### src/hw/rtl/sss_pkg.sv
// Shared constants and types for the start-step-stop encoder.
`timescale 1ns / 1ps

package sss_pkg;

   localparam int CODE_BITS_DEF  = 64;
   localparam int VALUE_BITS_DEF = 32;

   // fixed field widths
   localparam int CODE_W    = 64;
   localparam int LEN_W     = 7;
   localparam int VALUE_W   = 32;
   localparam int WIDTH_W   = 6;
   localparam int RSP_DATA_W = 72;
   localparam int ADDR_W    = 3;
   localparam int CSR_DATA_W = 32;

   localparam int QUEUE_DEPTH = 2;

   localparam logic [WIDTH_W-1:0] START_RESET = 6'd2;
   localparam logic [WIDTH_W-1:0] STEP_RESET  = 6'd2;

   // register index, taken from paddr[2]
   localparam logic REG_START = 1'b0;
   localparam logic REG_STEP  = 1'b1;

   typedef enum logic [1:0] {
      ST_IDLE,
      ST_SEARCH,
      ST_FORM
   } state_type;

endpackage

### src/hw/rtl/sss_queue.sv
// Small register queue between the front and back parts.
`timescale 1ns / 1ps

module sss_queue #(
   parameter int WIDTH = 33,
   parameter int DEPTH = sss_pkg::QUEUE_DEPTH
) (
   input  logic             clock,
   input  logic             reset,
   input  logic             push,
   input  logic [WIDTH-1:0] push_data,
   output logic             full,
   input  logic             pop,
   output logic [WIDTH-1:0] pop_data,
   output logic             not_empty
);

   localparam int PTR_W = (DEPTH > 1) ? $clog2(DEPTH) : 1;
   localparam int CNT_W = $clog2(DEPTH + 1);

   logic [WIDTH-1:0] entry_ff [DEPTH];
   logic [PTR_W-1:0] wr_ptr_ff, wr_ptr_in;
   logic [PTR_W-1:0] rd_ptr_ff, rd_ptr_in;
   logic [CNT_W-1:0] count_ff, count_in;
   logic             do_push, do_pop;

   assign full      = (count_ff == CNT_W'(DEPTH));
   assign not_empty = (count_ff != '0);
   assign do_push   = push && !full;
   assign do_pop    = pop && not_empty;
   assign pop_data  = entry_ff[rd_ptr_ff];

   always_comb begin
      wr_ptr_in = wr_ptr_ff;
      rd_ptr_in = rd_ptr_ff;
      count_in  = count_ff;
      if (do_push) begin
         wr_ptr_in = (wr_ptr_ff == PTR_W'(DEPTH - 1)) ? '0 : wr_ptr_ff + PTR_W'(1);
      end
      if (do_pop) begin
         rd_ptr_in = (rd_ptr_ff == PTR_W'(DEPTH - 1)) ? '0 : rd_ptr_ff + PTR_W'(1);
      end
      if (do_push && !do_pop) begin
         count_in = count_ff + CNT_W'(1);
      end else if (do_pop && !do_push) begin
         count_in = count_ff - CNT_W'(1);
      end
   end

   always_ff @(posedge clock) begin
      if (reset) begin
         wr_ptr_ff <= '0;
         rd_ptr_ff <= '0;
         count_ff  <= '0;
      end else begin
         wr_ptr_ff <= wr_ptr_in;
         rd_ptr_ff <= rd_ptr_in;
         count_ff  <= count_in;
      end
   end

   always_ff @(posedge clock) begin
      if (do_push) begin
         entry_ff[wr_ptr_ff] <= push_data;
      end
   end

endmodule

### src/hw/rtl/sss_front.sv
// Input side: takes request beats, trims and classifies the value.
`timescale 1ns / 1ps

module sss_front #(
   parameter int VALUE_BITS = sss_pkg::VALUE_BITS_DEF
) (
   input  logic                          req_tvalid,
   output logic                          req_tready,
   input  logic [sss_pkg::VALUE_W-1:0]   req_tdata,
   input  logic                          queue_full,
   output logic                          queue_push,
   output logic [VALUE_BITS:0]           queue_data   // {zero, value}
);

   import sss_pkg::*;

   logic [VALUE_BITS-1:0] value_trim;
   logic                  value_zero;

   assign value_trim = req_tdata[VALUE_BITS-1:0];
   assign value_zero = (value_trim == '0);

   assign req_tready = !queue_full;
   assign queue_push = req_tvalid && !queue_full;
   assign queue_data = {value_zero, value_trim};

endmodule

### src/hw/rtl/sss_back.sv
// Back end: group search one group per cycle, then codeword build and result register.
`timescale 1ns / 1ps

module sss_back #(
   parameter int CODE_BITS  = sss_pkg::CODE_BITS_DEF,
   parameter int VALUE_BITS = sss_pkg::VALUE_BITS_DEF
) (
   input  logic                          clock,
   input  logic                          reset,
   input  logic [sss_pkg::WIDTH_W-1:0]   start_width,
   input  logic [sss_pkg::WIDTH_W-1:0]   step_width,
   input  logic                          queue_valid,
   input  logic [VALUE_BITS:0]           queue_data,   // {zero, value}
   output logic                          queue_pop,
   output logic                          rsp_tvalid,
   input  logic                          rsp_tready,
   output logic [sss_pkg::RSP_DATA_W-1:0] rsp_tdata,   // code[63:0], code_length[70:64], pad
   output logic                          rsp_tuser     // error
);

   import sss_pkg::*;

   // holds w + step and n + w with w up to CODE_BITS-1 and step up to 63
   localparam int WW = $clog2(CODE_BITS + 64) + 1;

   state_type state_ff, state_in;

   logic [VALUE_BITS-1:0] rem_ff, rem_in;
   logic [WW-1:0]         w_ff, w_in;
   logic [WW-1:0]         n_ff, n_in;
   logic                  err_ff, err_in;

   logic                  out_valid_ff, out_valid_in;
   logic [CODE_W-1:0]     code_ff, code_in;
   logic [LEN_W-1:0]      len_ff, len_in;
   logic                  error_ff, error_in;

   logic [WW-1:0]         len_now;
   logic                  too_long;
   logic                  fits;
   logic                  out_free;
   logic [CODE_W-1:0]     mask_len;
   logic [CODE_W-1:0]     mask_low;

   assign len_now  = n_ff + w_ff;
   assign too_long = (len_now > WW'(CODE_BITS));
   assign fits     = ((rem_ff >> w_ff) == '0);
   assign out_free = !out_valid_ff || rsp_tready;

   // ones from bit w+1 up to bit len-1
   assign mask_len = ~({CODE_W{1'b1}} << len_now);
   assign mask_low = ~({CODE_W{1'b1}} << (w_ff + WW'(1)));

   always_comb begin
      state_in = state_ff;
      unique case (state_ff)
         ST_IDLE: begin
            if (queue_valid) begin
               state_in = queue_data[VALUE_BITS] ? ST_FORM : ST_SEARCH;
            end
         end
         ST_SEARCH: begin
            if (too_long || fits) begin
               state_in = ST_FORM;
            end
         end
         ST_FORM: begin
            if (out_free) begin
               state_in = ST_IDLE;
            end
         end
         default: state_in = ST_IDLE;
      endcase
   end

   always_comb begin
      rem_in       = rem_ff;
      w_in         = w_ff;
      n_in         = n_ff;
      err_in       = err_ff;
      queue_pop    = 1'b0;
      out_valid_in = out_valid_ff && !rsp_tready;
      code_in      = code_ff;
      len_in       = len_ff;
      error_in     = error_ff;
      unique case (state_ff)
         ST_IDLE: begin
            if (queue_valid) begin
               queue_pop = 1'b1;
               rem_in    = queue_data[VALUE_BITS-1:0] - VALUE_BITS'(1);
               w_in      = WW'(start_width);
               n_in      = WW'(1);
               err_in    = queue_data[VALUE_BITS];
            end
         end
         ST_SEARCH: begin
            if (too_long) begin
               err_in = 1'b1;
            end else if (!fits) begin
               rem_in = rem_ff - (VALUE_BITS'(1) << w_ff);
               w_in   = w_ff + WW'(step_width);
               n_in   = n_ff + WW'(1);
            end
         end
         ST_FORM: begin
            if (out_free) begin
               out_valid_in = 1'b1;
               error_in     = err_ff;
               if (err_ff) begin
                  code_in = '0;
                  len_in  = '0;
               end else begin
                  code_in = CODE_W'(rem_ff) | (mask_len & ~mask_low);
                  len_in  = len_now[LEN_W-1:0];
               end
            end
         end
         default: ;
      endcase
   end

   always_ff @(posedge clock) begin
      if (reset) begin
         state_ff     <= ST_IDLE;
         out_valid_ff <= 1'b0;
      end else begin
         state_ff     <= state_in;
         out_valid_ff <= out_valid_in;
      end
   end

   always_ff @(posedge clock) begin
      rem_ff   <= rem_in;
      w_ff     <= w_in;
      n_ff     <= n_in;
      err_ff   <= err_in;
      code_ff  <= code_in;
      len_ff   <= len_in;
      error_ff <= error_in;
   end

   assign rsp_tvalid = out_valid_ff;
   assign rsp_tdata  = {{(RSP_DATA_W - CODE_W - LEN_W){1'b0}}, len_ff, code_ff};
   assign rsp_tuser  = error_ff;

endmodule

### src/hw/rtl/start_step_stop_encoder.sv
// Start-step-stop encoder: top level with register file, front, queue and back end.
// Path: queue, ST_IDLE pop, ST_SEARCH over n groups (1..65), ST_FORM, result reg; zero skips ST_SEARCH.
// The back end holds one item at a time, searching one group per cycle, and pops the next after ST_FORM.
// The queue takes new beats, until it is full, while the back end searches or a result waits.
// Synchronous active-high reset empties the queue and result register and sets both widths to 2.
`timescale 1ns / 1ps

module start_step_stop_encoder #(
   parameter int CODE_BITS  = sss_pkg::CODE_BITS_DEF,
   parameter int VALUE_BITS = sss_pkg::VALUE_BITS_DEF
) (
   input  logic                            clock,
   input  logic                            reset,
   input  logic                            req_tvalid,
   output logic                            req_tready,
   input  logic [sss_pkg::VALUE_W-1:0]     req_tdata,   // value[31:0]
   output logic                            rsp_tvalid,
   input  logic                            rsp_tready,
   output logic [sss_pkg::RSP_DATA_W-1:0]  rsp_tdata,   // code[63:0], code_length[70:64], pad
   output logic                            rsp_tuser,   // error
   input  logic                            csr_psel,
   input  logic                            csr_penable,
   input  logic                            csr_pwrite,
   input  logic [sss_pkg::ADDR_W-1:0]      csr_paddr,
   input  logic [sss_pkg::CSR_DATA_W-1:0]  csr_pwdata,
   output logic [sss_pkg::CSR_DATA_W-1:0]  csr_prdata,
   output logic                            csr_pready
);

   import sss_pkg::*;

   logic [WIDTH_W-1:0] start_ff, start_in;
   logic [WIDTH_W-1:0] step_ff, step_in;
   logic               csr_write;

   logic               q_push, q_full, q_pop, q_valid;
   logic [VALUE_BITS:0] q_wdata, q_rdata;

   assign csr_pready = 1'b1;
   assign csr_write  = csr_psel && csr_penable && csr_pwrite && csr_pready;

   always_comb begin
      start_in = start_ff;
      step_in  = step_ff;
      if (csr_write) begin
         unique case (csr_paddr[2])
            REG_START: start_in = csr_pwdata[WIDTH_W-1:0];
            REG_STEP:  step_in  = csr_pwdata[WIDTH_W-1:0];
            default: ;
         endcase
      end
   end

   always_ff @(posedge clock) begin
      if (reset) begin
         start_ff <= START_RESET;
         step_ff  <= STEP_RESET;
      end else begin
         start_ff <= start_in;
         step_ff  <= step_in;
      end
   end

   always_comb begin
      csr_prdata = '0;
      if (csr_paddr[1:0] == 2'b00) begin
         unique case (csr_paddr[2])
            REG_START: csr_prdata = CSR_DATA_W'(start_ff);
            REG_STEP:  csr_prdata = CSR_DATA_W'(step_ff);
            default: ;
         endcase
      end
   end

   sss_front #(
      .VALUE_BITS (VALUE_BITS)
   ) u_front (
      .req_tvalid (req_tvalid),
      .req_tready (req_tready),
      .req_tdata  (req_tdata),
      .queue_full (q_full),
      .queue_push (q_push),
      .queue_data (q_wdata)
   );

   sss_queue #(
      .WIDTH (VALUE_BITS + 1),
      .DEPTH (QUEUE_DEPTH)
   ) u_queue (
      .clock     (clock),
      .reset     (reset),
      .push      (q_push),
      .push_data (q_wdata),
      .full      (q_full),
      .pop       (q_pop),
      .pop_data  (q_rdata),
      .not_empty (q_valid)
   );

   sss_back #(
      .CODE_BITS  (CODE_BITS),
      .VALUE_BITS (VALUE_BITS)
   ) u_back (
      .clock       (clock),
      .reset       (reset),
      .start_width (start_ff),
      .step_width  (step_ff),
      .queue_valid (q_valid),
      .queue_data  (q_rdata),
      .queue_pop   (q_pop),
      .rsp_tvalid  (rsp_tvalid),
      .rsp_tready  (rsp_tready),
      .rsp_tdata   (rsp_tdata),
      .rsp_tuser   (rsp_tuser)
   );

endmodule
### config.mk
export PLATFORM = sky130hd
export DESIGN_NAME = start_step_stop_encoder
export DESIGN_NICKNAME = d
export VERILOG_FILES = /design/src/hw/rtl/sss_pkg.sv /design/src/hw/rtl/sss_queue.sv /design/src/hw/rtl/sss_front.sv /design/src/hw/rtl/sss_back.sv /design/src/hw/rtl/start_step_stop_encoder.sv
export SDC_FILE = /design/constraint.sdc
export NUM_CORES = 1
export LEC_CHECK = 0
export ABC_AREA = 0
export ABC_CLOCK_PERIOD_IN_PS = 8680
export BUFFER_PORTS_ARGS = -buffer_cell sky130_fd_sc_hd__buf_4
export CAP_MARGIN = 20
export CORE_UTILIZATION = 50
export DETAILED_ROUTE_END_ITERATION = 10
export PLACE_DENSITY = 0.71
export SLEW_MARGIN = 40
export SYNTH_ARGS = -nofsm -noshare
export SYNTH_HDL_FRONTEND = slang
export SYNTH_HIERARCHICAL = 1
export SYNTH_SLANG_ARGS = --single-unit
### constraint.sdc
create_clock -name clock -period 8.68 [get_ports clock]
set_input_delay 0 -clock clock [delete_from_list [all_inputs] [get_ports clock]]
set_output_delay 0 -clock clock [all_outputs]
set_load 0.05 [all_outputs]
==> results summary <==
The final max-slew violation count came to 0. Synthesis inferred just over 200 register bits. The final wirelength came out at 36,100 µm. Grouping stages by cell kind, the critical path spends the most delay in compound AO/OA/AOI/OAI gates. The deepest clock path buffer count is 3.

The library cell occupying the most area in the post-synthesis netlist is sky130_fd_sc_hd__edfxtp_1. The clock latency of the later-clocked register in the worst-skew pair came out at roughly 0.52 ns. The share of synthesized area spent on multiplexers came out at just under 5%.

The final critical path takes up 55.1% of the cycle. By area, the combinational part of the netlist is dominated by simple AND/OR/NAND/NOR gates. The fraction of post-synthesis cell area in the top cell type by area came out at approximately two fifths. The clock period minus worst slack came out at roughly 4.8 ns.

The vertical die dimension came out at 167 µm. The critical path ends at u_back/rem_ff[29]. The worst path buffer plus inverter count is 1. STA classifies the critical path endpoint as a flip-flop. The worst register-to-register path has a setup slack of 3.90 ns. The global placement routability congestion came out at around 1.0. The classification of the worst-slack hold path is in2reg. The synthesized instance count came out at about 1,400. The number of endpoints failing setup at the final stage is 0. The count of flip-flops with a built-in enable after synthesis came out at around 190. The I/O pin count came out at between 150 and 200. Ranked by total cell area, the synthesized netlist is headed by sky130_fd_sc_hd__edfxtp_1 (41%), sky130_fd_sc_hd__ha_1 (4.4%), sky130_fd_sc_hd__nor2_1 (3.5%). Dividing the detail-routed wire length by the instance count gives 19.3 µm.

STA classifies the critical path startpoint as a flip-flop. The share of synthesized flip-flops with an asynchronous set or reset came out at 0%. The start point of the critical path is u_back/w_ff[0]. The number of global-route vias before repair came to 10,600. The number of cells on the critical path is 13. The number of nets in the finished design is around 1,600. The accumulated negative setup slack is 0 ns. The post-synthesis cell area came out at ~14,000 µm².

The worst slew margin relative to its limit came out at 42.2%. The detail-routed via count per cell came out at between 5 and 6. In this run the remaining antenna-violating nets after routing total 0. The adder-cell area share of the yosys netlist came out at under 10%. Global routing used 25.3% of the available tracks across all layers. The count of instances resized after the clock tree is built came out at 0. TritonCTS built the clock tree. The wire length of the first global-routing pass came out at about 57,000 µm.

The transition at the pin with the smallest max-transition slack is 0.863 ns. Entering global routing, the biggest net connects 73 pins. Summing the areas of all compound-gate instances in the mapped netlist gives between 10% and 20% of the synthesized area. The maximum level of the CTS H-tree came out at 1.

The routed via count came out at roughly 11,000. The root buffer cell is sky130_fd_sc_hd__clkbuf_16. For this block, the initial DRC count from the detailed router was 784. The endpoint of the most critical register-to-register path is u_back/rem_ff[29]. The run finished with clean final reports.

The floorplan has 60 rows. The number of antenna violations at the first check in global routing came out at 0. The number of sinks handled by clock tree synthesis is a little over 200.

The XOR/XNOR share of the synthesized area came out at under 10%. The required time at the endpoint of the critical path is 8.92 ns. The die outline area is between 20,000 and 30,000 µm². The post-route standard cell area excluding fillers is approximately 16,000 µm². The area share of and/or/nand/nor cells after synthesis is between 15 and 20%. Setup repair after global routing left no endpoint under its margin. By count the netlist is led by sky130_fd_sc_hd__edfxtp_1 (187), sky130_fd_sc_hd__nor2_1 (126), sky130_fd_sc_hd__nand2_1 (124), sky130_fd_sc_hd__a21oi_1 (78), sky130_fd_sc_hd__buf_4 (62).

Of all nets on the critical path, the largest fanout is 38. The core footprint is approximately 27,000 µm². The delay of the slowest critical-path stage came out at ~0.77 ns. Among all flip-flop cells after synthesis, the most frequent one is sky130_fd_sc_hd__edfxtp_1. Max-cap violations in this run came to 0. After clock tree synthesis, the clock-pin slew on the worst setup and hold paths is 0.06 ns.

Sequential cells were found to cover a little over two fifths of the synthesized design area. Buffers inserted during clock tree synthesis total 22. The total count of hold-check failures in the final report came out at 0. The area after detailed placement is 14,600 µm².

Once detailed placement completed, the half-perimeter wirelength came to between 20,000 and 30,000 µm. The first detailed-routing pass took 7 iterations. The number of port buffers came out at approximately 130. The number of library cell types mapped by synthesis is 91. In this run the critical register-to-register path is launched from u_back/w_ff[0]. The clock skew after layout is 0.0215 ns. For this run the aggregate overflow at the end of global routing stands at 0. The count of cells along the worst register-to-register path is 13. The average size of a mapped cell came out at between 9 and 10 µm². The fraction of layout cells with a size suffix above 1 is around 17%. The slowest stage of the critical path is the sky130_fd_sc_hd__edfxtp_1 cell. The arrival time at the worst endpoint came out at approximately 5.0 ns.

Yosys printed 6 warnings. The critical path is of the reg2reg type. The initial standard-cell utilization of the core is slightly above 50%. The area overhead of the layout relative to synthesis is 16.2%. The signal on the critical path passes through buf_4, nand2_1, nor2_1, nand2_1, ha_1, nand2b_1, a21oi_1, o311ai_1, nand3_1, a311oi_1, nor2_1, a2111oi_0, a211oi_2. The number of inserted diodes came out at 0. The number of hold-repair buffers added at the cts stage came out at approximately 50. The width of the die came out at roughly 170 µm.

The maximum clock frequency is approximately 210 MHz. The number of buffers added for setup after CTS came out at 0. sky130_fd_sc_hd__edfxtp_1 is the most common cell in the netlist.

The DRC violation count after routing is 0.
## cell usage in the layout (no fill, tap or decap), types with 6 or more instances in the layout
| cell type | netlist | routed |
|---|---|---|
| sky130_fd_sc_hd__a2111oi_0 | 10 | 10 |
| sky130_fd_sc_hd__a211oi_1 | 25 | 25 |
| sky130_fd_sc_hd__a21o_1 | 16 | 16 |
| sky130_fd_sc_hd__a21oi_1 | 78 | 78 |
| sky130_fd_sc_hd__a221oi_1 | 10 | 10 |
| sky130_fd_sc_hd__a311oi_1 | 6 | 6 |
| sky130_fd_sc_hd__a31oi_1 | 12 | 12 |
| sky130_fd_sc_hd__and2_1 | 12 | 12 |
| sky130_fd_sc_hd__and3_1 | 8 | 8 |
| sky130_fd_sc_hd__buf_4 | 62 | 149 |
| sky130_fd_sc_hd__clkbuf_16 | 0 | 23 |
| sky130_fd_sc_hd__conb_1 | 3 | 28 |
| sky130_fd_sc_hd__dfxtp_1 | 20 | 20 |
| sky130_fd_sc_hd__dlygate4sd3_1 | 0 | 51 |
| sky130_fd_sc_hd__edfxtp_1 | 187 | 187 |
| sky130_fd_sc_hd__ha_1 | 48 | 48 |
| sky130_fd_sc_hd__inv_1 | 46 | 46 |
| sky130_fd_sc_hd__mux2_2 | 33 | 33 |
| sky130_fd_sc_hd__mux2i_1 | 23 | 23 |
| sky130_fd_sc_hd__nand2_1 | 124 | 124 |
| sky130_fd_sc_hd__nand2b_1 | 41 | 40 |
| sky130_fd_sc_hd__nand3_1 | 28 | 28 |
| sky130_fd_sc_hd__nor2_1 | 126 | 125 |
| sky130_fd_sc_hd__nor2b_1 | 17 | 17 |
| sky130_fd_sc_hd__nor3_1 | 51 | 49 |
| sky130_fd_sc_hd__nor4_1 | 18 | 18 |
| sky130_fd_sc_hd__o21ai_0 | 58 | 58 |
| sky130_fd_sc_hd__o21ai_1 | 30 | 30 |
| sky130_fd_sc_hd__o31ai_1 | 14 | 14 |
| sky130_fd_sc_hd__o32ai_1 | 12 | 12 |
| sky130_fd_sc_hd__o41ai_1 | 7 | 6 |
| sky130_fd_sc_hd__or3_1 | 11 | 11 |
| sky130_fd_sc_hd__xnor2_1 | 40 | 38 |
| sky130_fd_sc_hd__xor2_1 | 44 | 44 |
## sequential cells by signal, indices dropped and copies added, names as in the netlist, named ones only
register / flops
u_queue/count_ff: 2
start_ff: 6
u_back/len_ff: 7
u_back/err_ff: 1
u_back/code_ff: 64
u_queue/rd_ptr_ff: 1
step_ff: 6
u_queue/wr_ptr_ff: 1
u_back/state_ff: 2
u_back/rsp_tuser: 1
u_queue/entry_ff: 66
u_back/n_ff: 8
u_back/w_ff: 8
u_back/rem_ff: 32
u_back/rsp_tvalid: 1
## area by class of cell
class	count	area (µm²)
fillers	2291	11000
multi-input cells	1038	6870
clock buffers	25	583
repair buffers	201	1640
flip-flops and latches	207	6020
clock inverters	14	171
well taps	341	427
inverters	46	173
## layer usage
layer  global-route usage (%)  vias to the layer above  part of all wire, %
met4                     9.57                        0                  3.5
met1                     33.2                     5261                   42
met3                     3.47                       97                  6.8
met5                        0                        -                    0
li1                         -                     5332                    -
met2                     42.7                      479                   47
## worst min path at each step
stage                        startpoint                 endpoint  cells past startpoint
final                       csr_penable              start_ff[3]                      3
after global routing        csr_penable              start_ff[2]                      3
after CTS                   csr_penable              start_ff[0]                      3
after detailed placement  req_tdata[26]  u_queue/entry_ff[0][26]                      1
after global placement     req_tdata[9]   u_queue/entry_ff[0][9]                      1
after floorplan                   reset        u_back/rsp_tvalid                      1
## per-stage QoR
stage	hold slack (ns)	cells	setup WS [ns]	utilization (%)
floorplan	0.0691	1418	1.08	-
global placement	0.194	1782	3.96	54.3
detailed placement	0.196	1782	3.91	54.3
CTS	0.0985	1872	3.89	59.0
global route	0.119	1872	3.55	59.1
finish	0.114	1872	3.90	59.1
## worst register-to-register path, delay by kind of cell (launching register included)
kind                       cells  cell delay [ns]
DFF                            1             0.77
AOI/OAI and AO/OA              5             1.76
adders and majority gates      1             0.32
buffers and inverters          1             0.49
and+or+nand+nor                6             1.17
## cell families (layout without fill, tap and decap cells)
| family | count (synthesis) | in the layout |
|---|---|---|
| and+or+nand+nor | 479 | 479 |
| AOI/OAI and AO/OA | 336 | 336 |
| DFF | 207 | 207 |
| buffers and inverters | 173 | 286 |
| xor gates and xnor gates | 84 | 84 |
| muxes | 60 | 60 |
| adders and majority gates | 51 | 51 |
| other | 3 | 28 |
Power is left out: the tool's default activity adds up to more than one toggle a clock period on the data nets, which glitch-free logic cannot reach.
